$ cat src/rtl/spp_pkg.sv
// shared types, constants and the fixed sprite records for the projector
`default_nettype none
package spp_pkg;

  localparam logic [2:0] IDX_TABLE    = 3'd0;
  localparam logic [2:0] IDX_NET      = 3'd1;
  localparam logic [2:0] IDX_PLAYER   = 3'd2;
  localparam logic [2:0] IDX_OPPONENT = 3'd3;
  localparam logic [2:0] IDX_BALL     = 3'd4;

  localparam logic [2:0] REG_BALL_SCALE   = 3'd0;
  localparam logic [2:0] REG_BALL_SHIFT   = 3'd1;
  localparam logic [2:0] REG_PADDLE_SCALE = 3'd2;
  localparam logic [2:0] REG_PADDLE_SHIFT = 3'd3;
  localparam logic [2:0] REG_THRESHOLD    = 3'd4;

  // q16 camera coefficients
  localparam logic signed [17:0] C_SIN  = 18'sd14025;
  localparam logic signed [17:0] C_COS  = 18'sd64029;
  localparam logic signed [31:0] C_OFSY = 32'sd72993997;
  localparam logic signed [31:0] C_OFSZ = 32'sd156899738;
  localparam logic signed [10:0] C_FOCAL = 11'sd879;

  // screen centre
  localparam logic signed [9:0] C_CX = 10'sd160;
  localparam logic signed [9:0] C_CY = 10'sd120;

  localparam int QW = 48;  // not used; the perspective divide quotient is NW wide
  localparam int NW = 64;  // numerator width

  localparam logic [15:0] FIX_DEPTH = 16'd450;
  localparam logic [15:0] FIX_X     = 16'd11;
  localparam logic [15:0] FIX_Y     = 16'd98;
  localparam logic [15:0] FIX_SIZE  = 16'd97;

  typedef struct packed {
    logic        visible;
    logic [2:0]  sprite_index;
    logic [15:0] depth;
    logic [15:0] screen_x;
    logic [15:0] screen_y;
    logic [15:0] sprite_size;
    logic        last;
  } rec_t;

  typedef struct packed {
    logic [7:0] scale;
    logic [4:0] shift;
  } size_cfg_t;

endpackage
`default_nettype wire

$ cat src/rtl/spp_sequencer.sv
// buffers finished frames and plays out five records in draw order
`default_nettype none
module spp_sequencer
  import spp_pkg::*;
(
  input  wire logic clk,
  input  wire logic rst,
  input  wire logic in_valid,
  input  wire logic ball_first,
  input  wire rec_t opp,
  input  wire rec_t ball,
  input  wire rec_t ply,
  output logic      strobe,
  output rec_t      rec,
  output logic      full
);

  // two-frame buffer
  logic [1:0] cnt;
  logic       rd, wr;
  rec_t       bo [2], bb [2], bp [2];
  logic       bf [2];
  logic [2:0] phase;
  logic       busy;

  assign full = in_valid && (cnt == 2'd2);

  always_ff @(posedge clk) begin
    if (in_valid) begin
      bo[wr] <= opp;
      bb[wr] <= ball;
      bp[wr] <= ply;
      bf[wr] <= ball_first;
    end
  end

  rec_t tbl;
  always_comb begin
    tbl = '{1'b1, IDX_TABLE, FIX_DEPTH, FIX_X, FIX_Y, FIX_SIZE, 1'b0};
  end

  always_ff @(posedge clk) begin
    if (rst) begin
      cnt <= '0; rd <= 1'b0; wr <= 1'b0; phase <= '0; busy <= 1'b0;
      strobe <= 1'b0;
    end else begin
      logic take;
      rec_t tail;
      take = !busy && (cnt != 0);
      tail = bp[rd];
      tail.last = 1'b1;
      if (in_valid) wr <= ~wr;
      strobe <= busy || take;
      if (take) begin
        busy  <= 1'b1;
        phase <= 3'd1;
        rec   <= '{1'b0, IDX_NET, FIX_DEPTH, FIX_X, FIX_Y, FIX_SIZE, 1'b0};
      end else if (busy) begin
        case (phase)
          3'd1: rec <= bo[rd];
          3'd2: rec <= bf[rd] ? bb[rd] : tbl;
          3'd3: rec <= bf[rd] ? tbl : bb[rd];
          default: rec <= tail;
        endcase
        phase <= phase + 3'd1;
        if (phase == 3'd4) begin
          busy <= 1'b0;
          rd   <= ~rd;
        end
      end
      cnt <= cnt + (in_valid ? 2'd1 : 2'd0) - ((busy && phase == 3'd4) ? 2'd1 : 2'd0);
    end
  end

endmodule
`default_nettype wire

$ cat config.mk
export PLATFORM = sky130hd
export DESIGN_NAME = spp_sequencer
export DESIGN_NICKNAME = d
export VERILOG_FILES = /design/src/rtl/spp_pkg.sv /design/src/rtl/spp_sequencer.sv
export SDC_FILE = /design/constraint.sdc
export NUM_CORES = 1
export LEC_CHECK = 0
export BUFFER_PORTS_ARGS = -buffer_cell sky130_fd_sc_hd__buf_2
export CAP_MARGIN = 5
export CORE_MARGIN = 2
export CORE_UTILIZATION = 30
export DETAILED_ROUTE_END_ITERATION = 16
export HOLD_SLACK_MARGIN = 0.03
export SYNTH_ARGS = -nofsm -noshare
export SYNTH_HDL_FRONTEND = slang
export SYNTH_SLANG_ARGS = --single-unit
$ cat constraint.sdc
create_clock -name clk -period 35.4 [get_ports clk]
set_input_delay 8.85 -clock clk [delete_from_list [all_inputs] [get_ports clk]]
set_output_delay 8.85 -clock clk [all_outputs]
set_load 0.005 [all_outputs]
==> summary.md <==
| Metric | Value |
|---|---|
| Status | `finished, final reports clean` |
| Worst Clk Skew | `roughly 0.013 ns` |
| Slew margin rel. | `between 20% and 30%` |
| CP Capture Type | `output port` |
| Die X | `255 microns` |
| Clock sinks | `just under 500` |
| Worst-path clk slew | `around 0.06 ns` |
| Max Clk Rate | `between 50 and 60 MHz` |
| Initial DRC count | `713` |
| First-pass GRT wire length | `66600 microns` |
| Synth Register Bits | `roughly 490` |
| Non-Filler Instances | `around 2200` |
| Total global-route track usage | `between 10 and 15%` |
| Cell count after placement | `2108` |
| Max_cap viols | `0` |
| GRT overflow | `0` |
| Maximum VDD drop | `0.0484 mV` |
| Kind of start point of the critical path | `input port` |
| Clk_lat worst skew | `between 0.5 and 0.6 ns` |
| Mux contribution to synthesized area | `approximately 11%` |
| Top post-synthesis cells by area | `edfxtp_1 77%, mux2i_1 10%, o221ai_1 2.8%` |
| Crit Path Max Fanout | `5` |
| Syn_area_per_cell | `18.3 sq um` |
| Power per cell area | `62.6 nW/um^2` |
| Slew at the pin closest to its max-slew limit | `about 1.1 ns` |
| Worst reg2reg path endpoint | `rec[33]$_SDFFCE_PP1P_` |
| Critical path arrival | `9.26 ns` |
| Largest family of logic cells by synthesized area | `multiplexers` |
| Final ANT Viol Nets | `0` |
| Fraction of layout cells with a size suffix above 1 | `around 29%` |
| Area Growth Syn to Fin | `21.3%` |
| Simple-gate share of the synthesized area | `between 3 and 4%` |
| Synth Area in XOR/XNOR | `less than 1%` |
| Setup-failing EPs final | `0` |
| Area share of the largest cell type after synthesis | `approximately three quarters` |
| R2r worst-path depth | `5` |
| Post-synth top area cell | `edfxtp_1` |
| H-tree depth | `2` |
| Die height | `between 200 and 300 microns` |
| Number of hold buffers added after cts | `0` |
| Worst path cell trace | `buf_2, and3_1, buf_2` |
| CP endpoint | `full` |
| Met3 WL | `between 3000 and 4000 microns` |
| RSZ-0062 raised after global routing | `no` |
| Post-CTS Setup Repair Bufs | `0` |
| Final setup margin | `around 17 ns` |
| # DRC | `0` |
| Root Driver | `clkbuf_16` |
| Final Max Slew Viols | `0` |
| Post-Syn Instances | `1032` |
| Hold Vio Cnt, Final | `0` |
| Vias in the first global route | `10800` |
| WL met1 | `about 18000 microns` |
| CTS tree | `built` |
| Largest net degree at the start of global routing | `a little over 70` |
| Synthesis Warnings | `0` |
| CP max stage cell | `and3_1` |
| DR vias | `roughly 10000` |
| Total power | `~1400 uW` |
| Finished Core Util | `37.0%` |
| Num CTS Buffers | `53` |
| Post-synth EDFFs | `483` |
| Post-synthesis compound-gate area fraction | `just under 5%` |
| CP Launch Point | `in_valid` |
| Minimum clock period | `18.11 ns` |
| Type of the worst min-delay path | `reg -> reg` |
| Ys flop type | `edfxtp_1` |
| Syn nets | `1250` |
| Fill count | `a little under 6000` |
| Initial antenna violation count | `22` |
| Die area | `about 65000 sq um` |
| Mapped cell area | `around 19000 sq um` |
| CP Data Required Time | `26.55 ns` |
| Slowest stage delay, CP | `0.16 ns` |
| Row cnt | `between 90 and 100` |
| Setup Slack @ Placement | `about 17 ns` |
| R2R Setup Slk | `31.89 ns` |
| Distinct cells, synth | `36` |
| Highest Signal Layer | `met5` |
| RePlAce Congestion | `0.738` |
| Most frequent CP cell | `buf_2` |
| Via density | `4.69` |
| Wire per inst | `around 20 microns` |
| Starting Density | `a little under a third` |
| Top-Level Pins | `between 200 and 300` |
| DP HPWL | `26700 microns` |
| NumNets Final | `about 1500` |
| LEAKAGE | `just under 0.008 uW` |
| Post-cts gate resize count | `0` |
| Post-Route Setup TNS | `0 ns` |
| Port bufs | `280` |
| Tcrit/Tclk final | `51.2%` |
| DR pass1 iterations | `7` |
| Critical path class | `in -> out` |
| Synth Area in Adders | `less than 1%` |
| Total wire length | `~46000 microns` |
| Async SR Flop Fraction | `0%` |
| Max clock buf depth | `3` |
| DR WL met2 | `22300 microns` |
| Core Footprint | `61900 sq um` |
| Sequential element share of the synthesized area | `just under 80%` |
## where the power goes
part           switching, uW  internal (uW)
clock network            225            306
registers               12.9            704
logic                    118           67.3
## cells in the final DEF, fill, tap and decap left out, types with 4 or more instances in the layout
master,count
diode_2,6
inv_1,5
o2bb2ai_1,7
nand2_1,54
clkbuf_16,55
clkinv_1,14
dfxtp_1,9
inv_6,4
mux2i_1,195
clkbuf_1,15
nor2_1,12
clkinv_2,7
mux2_2,9
a21oi_1,23
o221ai_1,60
buf_2,280
and3_1,55
ha_1,7
edfxtp_1,483
o32a_1,5
a211o_1,5
o211ai_1,8
buf_4,22
## worst min path at each step
stage	from	slack, ns	to	cells past startpoint
after global routing	rd$_SDFFE_PP0P_	0.55	flip-flop	2
after global placement	rd$_SDFFE_PP0P_	0.49	flip-flop	2
after detailed placement	rd$_SDFFE_PP0P_	0.50	flip-flop	2
after CTS	rd$_SDFFE_PP0P_	0.51	flip-flop	2
final	rd$_SDFFE_PP0P_	0.51	flip-flop	2
after floorplan	rd$_SDFFE_PP0P_	0.48	flip-flop	2
## cell usage after synthesis (4+ instances only)
master,instances
o32a_1,5
a211o_1,5
dfxtp_1,10
o2bb2ai_1,7
nor2b_1,4
clkbuf_1,31
nand2_1,55
o221ai_1,60
inv_1,5
mux2i_1,195
edfxtp_1,483
ha_1,7
buf_2,27
mux2_2,9
a21oi_1,23
nor2_1,13
buf_6,5
and3_1,55
o211ai_1,8
## stage by stage
| stage | hold WS (ns) | instance area, sq um |
|---|---|---|
| 5_1_grt | 0.555 | 22900 |
| 4_1_cts | 0.514 | 22900 |
| 3_5_place_dp | 0.498 | 21200 |
| 3_3_place_gp | 0.494 | 21200 |
| 2_1_floorplan | 0.481 | 18900 |
| 6_report | 0.510 | 22900 |
## logic make-up after synthesis
group,after synthesis
flops,493
buf+inv,68
fa+ha+maj,7
mux,207
xor+xnor,4
compound gates,114
simple gates,139
## worst max-delay path: cells and delay by family
kind,cells,cell delay [ns]
AND/OR/NAND/NOR,1,0.16
buffers and inverters,2,0.24
## routing by layer
metal	global-route usage, %	vias to the layer above
li1	-	4753
met1	16.6	5180
met2	23.3	318
met3	4.63	102
met4	4.23	32
met5	0	-
## final cells by class
cell class / count / area (sq um) / share of cell area, %
sequential: 493 / 14700 / 64.2
multi-input combinational: 471 / 3880 / 17.0
timing repair buffer: 302 / 1570 / 6.84
clock buffer: 70 / 1430 / 6.26
tap: 837 / 1050 / 4.57
clock inverter: 30 / 228 / 0.995
inverter: 5 / 18.8 / 0.0820
antenna: 6 / 15.0 / 0.0656
## state kept, by name (all words and copies together) (netlist names), named ones only
| register | count |
|---|---|
| rec | 69 |
| phase | 3 |
| strobe | 1 |
| wr | 1 |
| busy | 1 |
| bp | 136 |
| bb | 138 |
| rd | 1 |
| bf | 2 |
| cnt | 2 |
| bo | 138 |
(Power assumes the default switching activity.)
